### config.mk
export PLATFORM = sky130hd
export DESIGN_NAME = sql_keyword_tokenizer
export DESIGN_NICKNAME = d
export VERILOG_FILES = /design/src/rtl/core/skw_pkg.sv /design/src/rtl/core/sql_keyword_tokenizer.sv /design/src/rtl/core/skw_front.sv /design/src/rtl/core/skw_cmdq.sv /design/src/rtl/core/skw_back.sv
export SDC_FILE = /design/constraint.sdc
export NUM_CORES = 1
export LEC_CHECK = 0
export BUFFER_PORTS_ARGS = -buffer_cell sky130_fd_sc_hd__buf_2
export CAP_MARGIN = 20
export CORE_ASPECT_RATIO = 1.25
export CORE_UTILIZATION = 65
export CTS_BUF_LIST = sky130_fd_sc_hd__clkbuf_8
export CTS_CLUSTER_SIZE = 40
export DETAILED_ROUTE_END_ITERATION = 10
export PLACE_DENSITY_LB_ADDON = 0.08
export SYNTH_ARGS = -nofsm -noshare
export SYNTH_HDL_FRONTEND = slang
export SYNTH_SLANG_ARGS = --single-unit
### constraint.sdc
create_clock -name clk -period 4.6 [get_ports clk]
set_clock_uncertainty 0.15 [all_clocks]
set_input_delay 0.69 -clock clk [delete_from_list [all_inputs] [get_ports clk]]
set_output_delay 0.69 -clock clk [all_outputs]
set_load 0.005 [all_outputs]
### src/rtl/core/skw_pkg.sv
// Shared types, codes and keyword tables of the SQL keyword tokenizer.
package skw_pkg;

	localparam int LEN_W = 6;
	localparam int NUM_KW = 5;

	typedef enum logic [2:0] {
		KIND_KEYWORD = 3'd0,
		KIND_IDENT   = 3'd1,
		KIND_LPAREN  = 3'd2,
		KIND_RPAREN  = 3'd3,
		KIND_COMMA   = 3'd4,
		KIND_EQUAL   = 3'd5,
		KIND_END     = 3'd6
	} kind_t;

	localparam logic [2:0] KW_CREATE = 3'd0;
	localparam logic [2:0] KW_TABLE  = 3'd1;
	localparam logic [2:0] KW_INTO   = 3'd2;
	localparam logic [2:0] KW_VALUES = 3'd3;
	localparam logic [2:0] KW_DROP   = 3'd4;

	localparam logic [7:0] CH_LPAREN = 8'h28;
	localparam logic [7:0] CH_RPAREN = 8'h29;
	localparam logic [7:0] CH_COMMA  = 8'h2C;
	localparam logic [7:0] CH_EQUAL  = 8'h3D;
	localparam logic [7:0] CH_SEMI   = 8'h3B;
	localparam logic [7:0] CH_SPACE  = 8'h20;

	// One flush order: an optional held word followed by an optional punctuation token.
	typedef struct packed {
		logic             bank;
		logic [LEN_W-1:0] len;
		logic             is_kw;
		logic [2:0]       kw_id;
		logic             trunc;
		logic             has_punct;
		kind_t            punct_kind;
	} cmd_t;

	// Character write into the word buffer.
	typedef struct packed {
		logic             en;
		logic             bank;
		logic [LEN_W-1:0] idx;
		logic [7:0]       data;
	} wr_t;

	// Word buffer bank handed back by the back end.
	typedef struct packed {
		logic valid;
		logic bank;
	} rel_t;

	function automatic logic [LEN_W-1:0] kw_len(input logic [2:0] k);
		logic [LEN_W-1:0] r;
		case (k)
			KW_CREATE: r = LEN_W'(6);
			KW_TABLE:  r = LEN_W'(5);
			KW_INTO:   r = LEN_W'(4);
			KW_VALUES: r = LEN_W'(6);
			KW_DROP:   r = LEN_W'(4);
			default:   r = '0;
		endcase
		return r;
	endfunction

	function automatic logic [7:0] kw_char(input logic [2:0] k, input logic [2:0] p);
		logic [47:0] s;
		logic [7:0]  r;
		case (k)
			KW_CREATE: s = {"e", "t", "a", "e", "r", "c"};
			KW_TABLE:  s = {8'h00, "e", "l", "b", "a", "t"};
			KW_INTO:   s = {8'h00, 8'h00, "o", "t", "n", "i"};
			KW_VALUES: s = {"s", "e", "u", "l", "a", "v"};
			KW_DROP:   s = {8'h00, 8'h00, "p", "o", "r", "d"};
			default:   s = '0;
		endcase
		case (p)
			3'd0:    r = s[7:0];
			3'd1:    r = s[15:8];
			3'd2:    r = s[23:16];
			3'd3:    r = s[31:24];
			3'd4:    r = s[39:32];
			3'd5:    r = s[47:40];
			default: r = 8'h00;
		endcase
		return r;
	endfunction

endpackage

### src/rtl/core/sql_keyword_tokenizer.sv
// A word character gives no result until its delimiter; a delimiter's first result passes
// the order queue and then the output register before it shows on m_tvalid. Input takes one
// character per cycle, stalling only when both word banks or both queue slots are taken. The
// back end drains one result per cycle while m_tready is high.
// Reset: arst_n clears lengths, bank ownership, queue and output valid; buffer data is kept.
module sql_keyword_tokenizer import skw_pkg::*; #(
	parameter int MAX_WORD = 32
) (
	input  logic        clk,
	input  logic        arst_n,
	input  logic        s_tvalid,
	output logic        s_tready,
	input  logic [7:0]  s_tdata,  // [7:0] ch
	output logic        m_tvalid,
	input  logic        m_tready,
	output logic [15:0] m_tdata,  // [2:0] keyword_id, [10:3] text_char, [11] token_end,
	                              // [12] truncated, [15:13] zero
	output logic [2:0]  m_tuser,  // [2:0] kind
	output logic        m_tlast
);

	// Front end owns one word bank at a time; a delimiter hands the filled bank to
	// the back end through the order queue and switches to the other bank.
	logic       q_push;
	logic       q_full;
	logic       q_pop;
	logic       q_empty;
	cmd_t       q_cmd;
	cmd_t       q_head;
	wr_t        wr;
	rel_t       rel;
	logic [1:0] busy;

	skw_front #(.MAX_WORD(MAX_WORD)) u_front (
		.clk      (clk),
		.arst_n   (arst_n),
		.s_tvalid (s_tvalid),
		.s_tready (s_tready),
		.s_tdata  (s_tdata),
		.q_full   (q_full),
		.q_push   (q_push),
		.q_cmd    (q_cmd),
		.wr       (wr),
		.rel      (rel),
		.busy     (busy)
	);

	// Orders wait here so the front end keeps taking characters while results drain.
	skw_cmdq u_cmdq (
		.clk      (clk),
		.arst_n   (arst_n),
		.push     (q_push),
		.push_cmd (q_cmd),
		.full     (q_full),
		.pop      (q_pop),
		.head     (q_head),
		.empty    (q_empty)
	);

	// Back end reads the held word one character per cycle into the output register, unless the output stalls.
	skw_back #(.MAX_WORD(MAX_WORD)) u_back (
		.clk      (clk),
		.arst_n   (arst_n),
		.wr       (wr),
		.head     (q_head),
		.q_empty  (q_empty),
		.q_pop    (q_pop),
		.rel      (rel),
		.m_tvalid (m_tvalid),
		.m_tready (m_tready),
		.m_tdata  (m_tdata),
		.m_tuser  (m_tuser),
		.m_tlast  (m_tlast)
	);

	// Never push an order into a full queue.
	a_no_push_full: assert property (@(posedge clk) disable iff (!arst_n)
		!(q_push && q_full)) else $error("order pushed into full queue");

	// Never pop an empty queue.
	a_no_pop_empty: assert property (@(posedge clk) disable iff (!arst_n)
		!(q_pop && q_empty)) else $error("order popped from empty queue");

	// Never write a bank the back end still owns.
	a_no_write_busy: assert property (@(posedge clk) disable iff (!arst_n)
		wr.en |-> !busy[wr.bank]) else $error("write into bank still being drained");

	// Punctuation tokens are single results that close both token and flush order.
	a_punct_closes: assert property (@(posedge clk) disable iff (!arst_n)
		(m_tvalid && m_tuser != KIND_KEYWORD && m_tuser != KIND_IDENT)
		|-> (m_tlast && m_tdata[11])) else $error("punctuation result not closing");

endmodule

### src/rtl/core/skw_front.sv
// Front end: accepts characters, gathers words, matches keywords, issues flush orders.
module skw_front import skw_pkg::*; #(
	parameter int MAX_WORD = 32
) (
	input  logic       clk,
	input  logic       arst_n,
	input  logic       s_tvalid,
	output logic       s_tready,
	input  logic [7:0] s_tdata,  // [7:0] ch
	input  logic       q_full,
	output logic       q_push,
	output cmd_t       q_cmd,
	output wr_t        wr,
	input  rel_t       rel,
	output logic [1:0] busy
);

	logic [LEN_W-1:0]  len_q;
	logic              ovf_q;
	logic [NUM_KW-1:0] mv_q;
	logic [NUM_KW-1:0] mv_next;
	logic              wbank_q;
	logic [1:0]        busy_q;
	logic [1:0]        busy_d;
	logic              is_delim;
	logic              has_punct;
	kind_t             pkind;
	logic              room;
	logic              need_push;
	logic              acc;
	logic              is_kw;
	logic [2:0]        kw_id;

	always_comb begin
		is_delim  = 1'b1;
		has_punct = 1'b1;
		pkind     = KIND_END;
		case (s_tdata)
			CH_LPAREN: pkind = KIND_LPAREN;
			CH_RPAREN: pkind = KIND_RPAREN;
			CH_COMMA:  pkind = KIND_COMMA;
			CH_EQUAL:  pkind = KIND_EQUAL;
			CH_SEMI:   pkind = KIND_END;
			CH_SPACE:  has_punct = 1'b0;
			default: begin
				is_delim  = 1'b0;
				has_punct = 1'b0;
			end
		endcase
	end

	// Running per-keyword match over the characters held so far.
	always_comb begin
		for (int k = 0; k < NUM_KW; k++) begin
			mv_next[k] = mv_q[k] && (len_q < LEN_W'(6)) &&
				(s_tdata == kw_char(3'(k), len_q[2:0]));
		end
	end

	always_comb begin
		is_kw = 1'b0;
		kw_id = '0;
		for (int k = 0; k < NUM_KW; k++) begin
			if (!is_kw && !ovf_q && mv_q[k] && (len_q == kw_len(3'(k)))) begin
				is_kw = 1'b1;
				kw_id = 3'(k);
			end
		end
	end

	assign room      = len_q < LEN_W'(MAX_WORD);
	assign need_push = has_punct || (len_q != '0);
	assign s_tready  = is_delim ? (!need_push || !q_full) : (!room || !busy_q[wbank_q]);
	assign acc       = s_tvalid && s_tready;
	assign q_push    = acc && is_delim && need_push;
	assign busy      = busy_q;

	always_comb begin
		q_cmd.bank       = wbank_q;
		q_cmd.len        = len_q;
		q_cmd.is_kw      = is_kw;
		q_cmd.kw_id      = is_kw ? kw_id : 3'd0;
		q_cmd.trunc      = ovf_q;
		q_cmd.has_punct  = has_punct;
		q_cmd.punct_kind = pkind;
	end

	always_comb begin
		wr.en   = acc && !is_delim && room;
		wr.bank = wbank_q;
		wr.idx  = len_q;
		wr.data = s_tdata;
	end

	// Hand back a drained bank and claim the filled one on a flush.
	always_comb begin
		busy_d = busy_q;
		if (rel.valid) begin
			busy_d[rel.bank] = 1'b0;
		end
		if (acc && is_delim && (len_q != '0)) begin
			busy_d[wbank_q] = 1'b1;
		end
	end

	always_ff @(posedge clk or negedge arst_n) begin
		if (!arst_n) begin
			len_q   <= '0;
			ovf_q   <= 1'b0;
			mv_q    <= '1;
			wbank_q <= 1'b0;
			busy_q  <= '0;
		end else begin
			busy_q <= busy_d;
			if (acc && is_delim) begin
				len_q <= '0;
				ovf_q <= 1'b0;
				mv_q  <= '1;
				if (len_q != '0) begin
					wbank_q <= !wbank_q;
				end
			end else if (acc) begin
				if (room) begin
					len_q <= len_q + LEN_W'(1);
					mv_q  <= mv_next;
				end else begin
					ovf_q <= 1'b1;
				end
			end
		end
	end

endmodule

### src/rtl/core/skw_cmdq.sv
// Two-entry queue of flush orders between the front and back ends.
module skw_cmdq import skw_pkg::*; (
	input  logic clk,
	input  logic arst_n,
	input  logic push,
	input  cmd_t push_cmd,
	output logic full,
	input  logic pop,
	output cmd_t head,
	output logic empty
);

	cmd_t       ent_q [2];
	logic       wp_q;
	logic       rp_q;
	logic [1:0] cnt_q;

	assign full  = cnt_q == 2'd2;
	assign empty = cnt_q == 2'd0;
	assign head  = ent_q[rp_q];

	always_ff @(posedge clk) begin
		if (push && !full) begin
			ent_q[wp_q] <= push_cmd;
		end
	end

	always_ff @(posedge clk or negedge arst_n) begin
		if (!arst_n) begin
			wp_q  <= 1'b0;
			rp_q  <= 1'b0;
			cnt_q <= '0;
		end else begin
			if (push && !full) begin
				wp_q <= !wp_q;
			end
			if (pop && !empty) begin
				rp_q <= !rp_q;
			end
			cnt_q <= cnt_q + 2'(push && !full) - 2'(pop && !empty);
		end
	end

endmodule

### src/rtl/core/skw_back.sv
// Back end: double-banked word buffer and result sequencer with output register.
module skw_back import skw_pkg::*; #(
	parameter int MAX_WORD = 32
) (
	input  logic        clk,
	input  logic        arst_n,
	input  wr_t         wr,
	input  cmd_t        head,
	input  logic        q_empty,
	output logic        q_pop,
	output rel_t        rel,
	output logic        m_tvalid,
	input  logic        m_tready,
	output logic [15:0] m_tdata,  // [2:0] keyword_id, [10:3] text_char, [11] token_end,
	                              // [12] truncated, [15:13] zero
	output logic [2:0]  m_tuser,  // [2:0] kind
	output logic        m_tlast
);

	localparam int AW = $clog2(MAX_WORD);
	localparam int DEPTH = 2 << AW;

	logic [7:0]       mem [DEPTH];
	logic [LEN_W-1:0] idx_q;
	logic             pdone_q;
	logic             ov_q;
	logic [7:0]       rdata_q;
	logic             word_s;
	kind_t            kind_q;
	logic [2:0]       kid_q;
	logic             tend_q;
	logic             trunc_q;
	logic             last_q;
	logic             adv;
	logic             emit;
	logic             word_ph;
	logic             last_char;

	assign adv       = !ov_q || m_tready;
	assign emit      = adv && !q_empty;
	assign word_ph   = !pdone_q && (head.len != '0);
	assign last_char = idx_q == (head.len - LEN_W'(1));
	assign q_pop     = emit && (!word_ph || (last_char && !head.has_punct));
	assign rel.valid = emit && word_ph && last_char;
	assign rel.bank  = head.bank;

	always_ff @(posedge clk) begin
		if (wr.en) begin
			mem[{wr.bank, wr.idx[AW-1:0]}] <= wr.data;
		end
		if (emit && word_ph) begin
			rdata_q <= mem[{head.bank, idx_q[AW-1:0]}];
		end
		if (emit) begin
			word_s  <= word_ph;
			kind_q  <= word_ph ? (head.is_kw ? KIND_KEYWORD : KIND_IDENT) : head.punct_kind;
			kid_q   <= word_ph ? head.kw_id : 3'd0;
			tend_q  <= word_ph ? last_char : 1'b1;
			trunc_q <= word_ph ? head.trunc : 1'b0;
			last_q  <= word_ph ? (last_char && !head.has_punct) : 1'b1;
		end
	end

	always_ff @(posedge clk or negedge arst_n) begin
		if (!arst_n) begin
			idx_q   <= '0;
			pdone_q <= 1'b0;
			ov_q    <= 1'b0;
		end else begin
			if (adv) begin
				ov_q <= emit;
			end
			if (emit) begin
				if (word_ph && !last_char) begin
					idx_q <= idx_q + LEN_W'(1);
				end else if (word_ph) begin
					idx_q   <= '0;
					pdone_q <= head.has_punct;
				end else begin
					idx_q   <= '0;
					pdone_q <= 1'b0;
				end
			end
		end
	end

	assign m_tvalid = ov_q;
	assign m_tuser  = kind_q;
	assign m_tlast  = last_q;
	assign m_tdata  = {3'b000, trunc_q, tend_q, (word_s ? rdata_q : 8'h00), kid_q};

endmodule

Word-level counts from Yosys, hierarchy flattened
Memories as Yosys holds them, arrays and structs flattened. A register that Yosys moved wholly into a read port is not among the register bits. Index checks and enable logic that the tools add are counted.

Memories kept: 2. Word-level logic and storage cells: 179. Memory bits (read-only): 0. Latch bits: 0. Bits in writable memories: 544. Register bits after elaboration: 37. Output and inout bits: 22. Bits of input ports: 12.

Multiply operators: 0. Reduce and logical (&&, ||, !) cells: 78. Bitwise operators: 4. Shift operators: 0. Magnitude comparators: 6. Div/mod/pow operators: 0. Equality and inequality tests: 22. $add $sub $neg: 5. Muxes and demuxes: 45.

Memory list: u_back.mem (words 64, bits a word 8, rd ports 1, clocked after Yosys merged registers in 1, wr ports 1, RTL line skw_back.sv:23) `logic [7:0] mem [DEPTH];`; u_cmdq.ent_q (words 2, bits a word 16, rd ports 1, clocked after Yosys merged registers in 0, wr ports 1, RTL line skw_cmdq.sv:13) `cmd_t ent_q [2];`.

Operators by type and width (number): case mux 7 bit (5 select lines) (2); case mux 7 bit (4 select lines) (2); equality test 8 x 6 -> 1 bit, second input constant (6); case mux 7 bit (6 select lines) (1); logical AND 1 bit (41); equality test 8 x 7 -> 1 bit (5); two-way mux 6 bit (4); two-way mux 1 bit (22); logical NOT 1 bit (19); equality test 6 x 3 -> 1 bit, second input constant (3); two-way mux 5 bit (3); adder 6 x 1 -> 6 bit, second input constant (2); case mux 3 bit (4 select lines) (1); nonzero test 6 bit (2); two-way mux 3 bit (3); two-way mux 2 bit (4); two-way mux 8 bit (1); AND reduction 2 bit (4); equality test 3 x 2 -> 1 bit, second input constant (2); equality test 3 bit, second input constant (2); equality test 6 bit (1); less-than comparator 6 x 3 -> 1 bit, second input constant (1); less-than comparator 6 bit, second input constant (1); OR reduction 6 bit (1); 19 further kinds (27).

Logic depth before layout (Yosys ltp)
Depth after elaboration: 25. Mapped depth: 15. Depth with buffers taken out: 12.

Hierarchy
A second synthesis with hierarchy kept.

Cell total of the unflattened synthesis: 1402. Area total of the unflattened synthesis: 24821.3 µm².

Modules (own cells, without submodules): skw_back (cells each 1102, seq. area each 16115.5 µm², area an instance 21526.9 µm², times used 1); skw_front (cells each 232, seq. area each 381.6 µm², area an instance 1888.1 µm², times used 1); skw_cmdq (cells each 68, seq. area each 1061.0 µm², area an instance 1406.3 µm², times used 1).

Worst setup path after synthesis
OpenSTA, ideal clock, no wires.

Path kind: input to register. Start: input s_tdata[0]. End: memory u_cmdq.ent_q[0][0] in the netlist's numbering, enable pin. Buffers on the path: 1. Stages on the path: 5. Required time: 4.020 ns. Setup time: 0.430 ns. Slack: 0.770 ns. Data arrival time: 3.249 ns. Cells stage by stage: clkbuf_1 -> a32o_1 -> nand2_1 -> a21o_1 -> nor4_1.

Cells in the longest elaborated chain, start to end: 13. Elaborated cells between the ends (all ways): 20. Those cells by class: eq/ne (6); mux (5); reduce/logical (9).

Ends and longest elaborated chain: from (decl) (RTL line sql_keyword_tokenizer.sv:13) `input logic [7:0] s_tdata,`; equality test 8 x 6 -> 1 bit (RTL line skw_front.sv:38) `case (s_tdata)`; OR reduction 5 bit (no line); two-way mux 1 bit (RTL line skw_front.sv:38); logical OR 1 bit (RTL line skw_front.sv:72) `assign need_push = has_punct || (len_q != '0);`; logical NOT 1 bit (RTL line skw_front.sv:73) `assign s_tready = is_delim ? (!need_push || !q_full) : (!room || !busy_q[wbank_q]);`; logical OR 1 bit (RTL line skw_front.sv:73); two-way mux 1 bit (RTL line skw_front.sv:73); logical AND 1 bit (RTL line skw_front.sv:74) `assign acc = s_tvalid && s_tready;`; logical AND 1 bit (RTL line skw_front.sv:75) `assign q_push = acc && is_delim && need_push;`; logical AND 1 bit (*) (RTL line skw_front.sv:75); logical AND 1 bit (*) (RTL line skw_cmdq.sv:23) `if (push && !full) begin`; two-way mux 1 bit (*) (RTL line skw_cmdq.sv:23); two-way mux 1 bit (not written as such) (*) (RTL line skw_cmdq.sv:24) `ent_q[wp_q] <= push_cmd;`; to (decl) (RTL line skw_cmdq.sv:13).

Every way passes the cells marked *; elsewhere a longest branch is shown, timed or not.

Worst setup path in the final report
Start: register u_front.len_q[1]. End: output s_tready.

Cells in the longest elaborated chain, start to end: 5. Elaborated cells between the ends (all ways): 8. Those cells by class: order compare (1); mux (1); reduce/logical (6).

Ends and longest elaborated chain: from (decl) (RTL line skw_front.sv:18) `logic [LEN_W-1:0] len_q;`; from (signal assigned) (RTL line skw_front.sv:124) `len_q <= len_q + LEN_W'(1);`; branches (longest 4 deep; another with less-than comparator 6 bit); two-way mux 1 bit (*) (RTL line skw_front.sv:73); to (decl) (RTL line sql_keyword_tokenizer.sv:12) `output logic s_tready,`.

Mark *: on every way between the ends.

==> results_dict.tcl <==
set metrics [dict create \
    outcome "completed" \
    fmax_mhz 243.4 \
    nFillCells 2137 \
    n_antenna_cell 0 \
    start_kind "register" \
    synth_area_leaders "edfxtp_1, mux4_2, dfrtp_1" \
    grt_max_degree 74 \
    syn_area_per_cell_um2 19.69 \
    layout_commonest_cell "edfxtp_1" \
    drt-wirelength-per-cell_um 27.82 \
    worst-path-max-fanout 17 \
    total_power_mw 14.91 \
    leakage_nw 8.496 \
    yosys.area_share.simple_pct 4.556 \
    std_cell_rows 78 \
    worstHoldPathType "in2reg" \
    viasPerCell 6.540 \
    postRouteAntennaNets 0 \
    clk_latency_ns 0.64 \
    worstSetupEndpointType "output port" \
    rsz0062_at_grt "false" \
    fin_cells 1841 \
    min_period_over_period_pct 89.32 \
    worst_pin_slew_ns 1.003 \
    synth-xor-area-share_pct 1.134 \
    seqCellArea_mm2 0.01757 \
    antenna_found_initial 1 \
    die_area_mm2 0.03762 \
    synth_cells 1216 \
    final_hold_viol_count 0 \
    tns_ns 0 \
    relSlewSlack_pct 32.89 \
    yosysSeqAreaShare_pct 73.33 \
    async_reset_ff_share_pct 4.584 \
    core_area_mm2 0.03630 \
    r2r-start "u_cmdq.rp_q" \
    synthMuxAreaShare_pct 16.68 \
    multi_input_area_mm2 0.006052 \
    cts_tree "done" \
    irDropWorstVdd_v 0.0003638 \
    cts_resized 0 \
    grt_pass1_wl_um 77360 \
    die_width_um 173.7 \
    drtIter0Drc 1403 \
    synth_adder_area_share_pct 0.5225 \
    cts_buffer_depth 3 \
    cts_buffers 83 \
    post_cts_buffers 0 \
    max_cap_violations 0 \
    gr-total-overflow 0 \
    hold_start "m_tready" \
    worstPathArrival_ns 3.27 \
    synth_area_mm2 0.02395 \
    grtUsageTotal_pct 28.70 \
    synth_edf_count 562 \
    synth-compound-area-share_pct 2.310 \
    syn_to_final_growth_pct 9.740 \
    clockRootBuffer "clkbuf_8" \
    slew_viol_final 0 \
    pin_count 34 \
    powerDensity_mw_per_mm2 567.3 \
    synth_top_flop_cell "edfxtp_1" \
    final_cell_mix "edfxtp_1, mux4_2, nor2_1, clkbuf_8, nand2_1" \
    wl_um 51220 \
    synth-seq-cells 589 \
    vias 12040 \
    die_h_um 216.6 \
    start_util_pct 65.96 \
    synth_top_family_by_area "multiplexers" \
    period_needed_ns 4.109 \
    synth-warning-count 0 \
    grt_pass1_vias 12130 \
    cts.sinks 589 \
    nNetsFinal 1327 \
    path_class "reg2out" \
    synth_top_area_cell "edfxtp_1" \
    cts-htree-levels 3 \
    place_congestion 0.8460 \
    netlist-cell-type-count 62 \
    first_pass_iters 5 \
    dp_hpwl_um 32690 \
    drc_errors 0 \
    startpoint "u_front.len_q[1]" \
    clk_pin_slew_ns 0.06 \
    finalSetupViolCount 0 \
    worstPathRequired_ns 3.76 \
    dp.cells 1699 \
    layout-drive-gt1-share_pct 25.94 \
    synth_top_area_share_pct 70.48 \
    portBuffers 30 \
]
==> layer usage <==
layer / vias to the layer above / track usage (%) / share of wire, %
li1: 5125 / - / -
met1: 6281 / 39.55 / 39
met2: 556 / 48.26 / 52
met3: 79 / 4.035 / 7.2
met4: 0 / 9.444 / 2.5
met5: - / 0 / 0
==> power by group <==
| group | total, mW | switching [mW] | internal [mW] | leakage, nW |
|---|---|---|---|---|
| clock | 3.80 | 1.85 | 1.96 | 0.858 |
| combinational | 4.40 | 2.27 | 2.12 | 2.25 |
| sequential | 6.71 | 0.447 | 6.26 | 5.39 |
==> state kept, by name (all words and copies together) (netlist names), 2 cells and up <==
signal,flops
u_back.m_tuser,3
u_front.mv_q,5
u_cmdq.cnt_q,2
u_back.kid_q,3
u_front.busy,2
u_cmdq.ent_q,32
u_back.rdata_q,8
u_back.idx_q,6
u_front.len_q,6
u_back.mem,512
==> area by class of cell <==
type                    count  share of cell area, %
clock buffers              90                  4.714
clock inverters            51                  1.071
inverters                  13                 0.1857
multi-input cells         550                  23.03
flip-flops and latches    589                  66.86
well taps                 480                  2.285
repair buffers             68                  1.857
==> stage by stage <==
stage | hold slack [ns] | cell area, um2 | setup WS [ns] | util [%]
after global routing | 0.2079 | 26280 | 0.3242 | 72.38
after CTS | 0.1904 | 26280 | 0.4933 | 72.38
after detailed placement | 0.3397 | 24750 | 0.6087 | 68.17
after global placement | 0.3321 | 24750 | 0.6428 | 68.17
final | 0.2126 | 26280 | 0.4912 | 72.38
after floorplan | 0.2444 | 23950 | 0.7704 | -
==> worst max-delay path: stages (launching register included) <==
cell and delay (ns):
dfrtp_1 0.54, inv_1 0.17, ha_1 0.42, nor2b_1 0.28, and2_1 0.22, or3_1 0.34, a211oi_1 0.38, a21oi_1 0.14
buf_2 0.16
==> cells in the mapped netlist (10+ instances only) <==
library cell	instances
nor3_1	15
xor2_1	16
mux4_2	168
nand3_1	16
inv_1	11
dfrtp_1	22
ha_1	10
o21ai_0	10
buf_1	10
and2_1	12
edfxtp_1	562
mux2i_1	21
nand2_1	49
buf_2	12
clkbuf_1	35
nor2_1	98
a21oi_1	18
xnor2_1	15
==> repair_timing <==
item / CTS / global route
endpoints found under the setup margin: 0 / 0
hold buffers: 1 / 0
hold endpoints to repair: 22 / 0
==> kinds of logic (layout without fill, tap and decap cells) <==
group,Yosys count,after routing
adder cells (fa/ha/maj),10,10
buffers and inverters,79,222
flip-flops,589,589
AO/OA/AOI/OAI,81,81
other,1,3
AND/OR/NAND/NOR,236,236
XOR/XNOR,31,31
multiplexers,189,189
==> final timing paths <==
kind,end,slack (ns),depth (start not counted)
hold / removal,u_back.m_tvalid,0.21,3
max in group asynchronous,u_back.idx_q[1],3.35,2
min in group asynchronous,u_back.idx_q[0],0.47,2
hold reg to reg,u_cmdq.wp_q,0.36,1
setup reg to reg,u_cmdq.cnt_q[1],1.11,13
setup / recovery,s_tready,0.49,8
No activity file was read; power rests on OpenSTA's default activity.
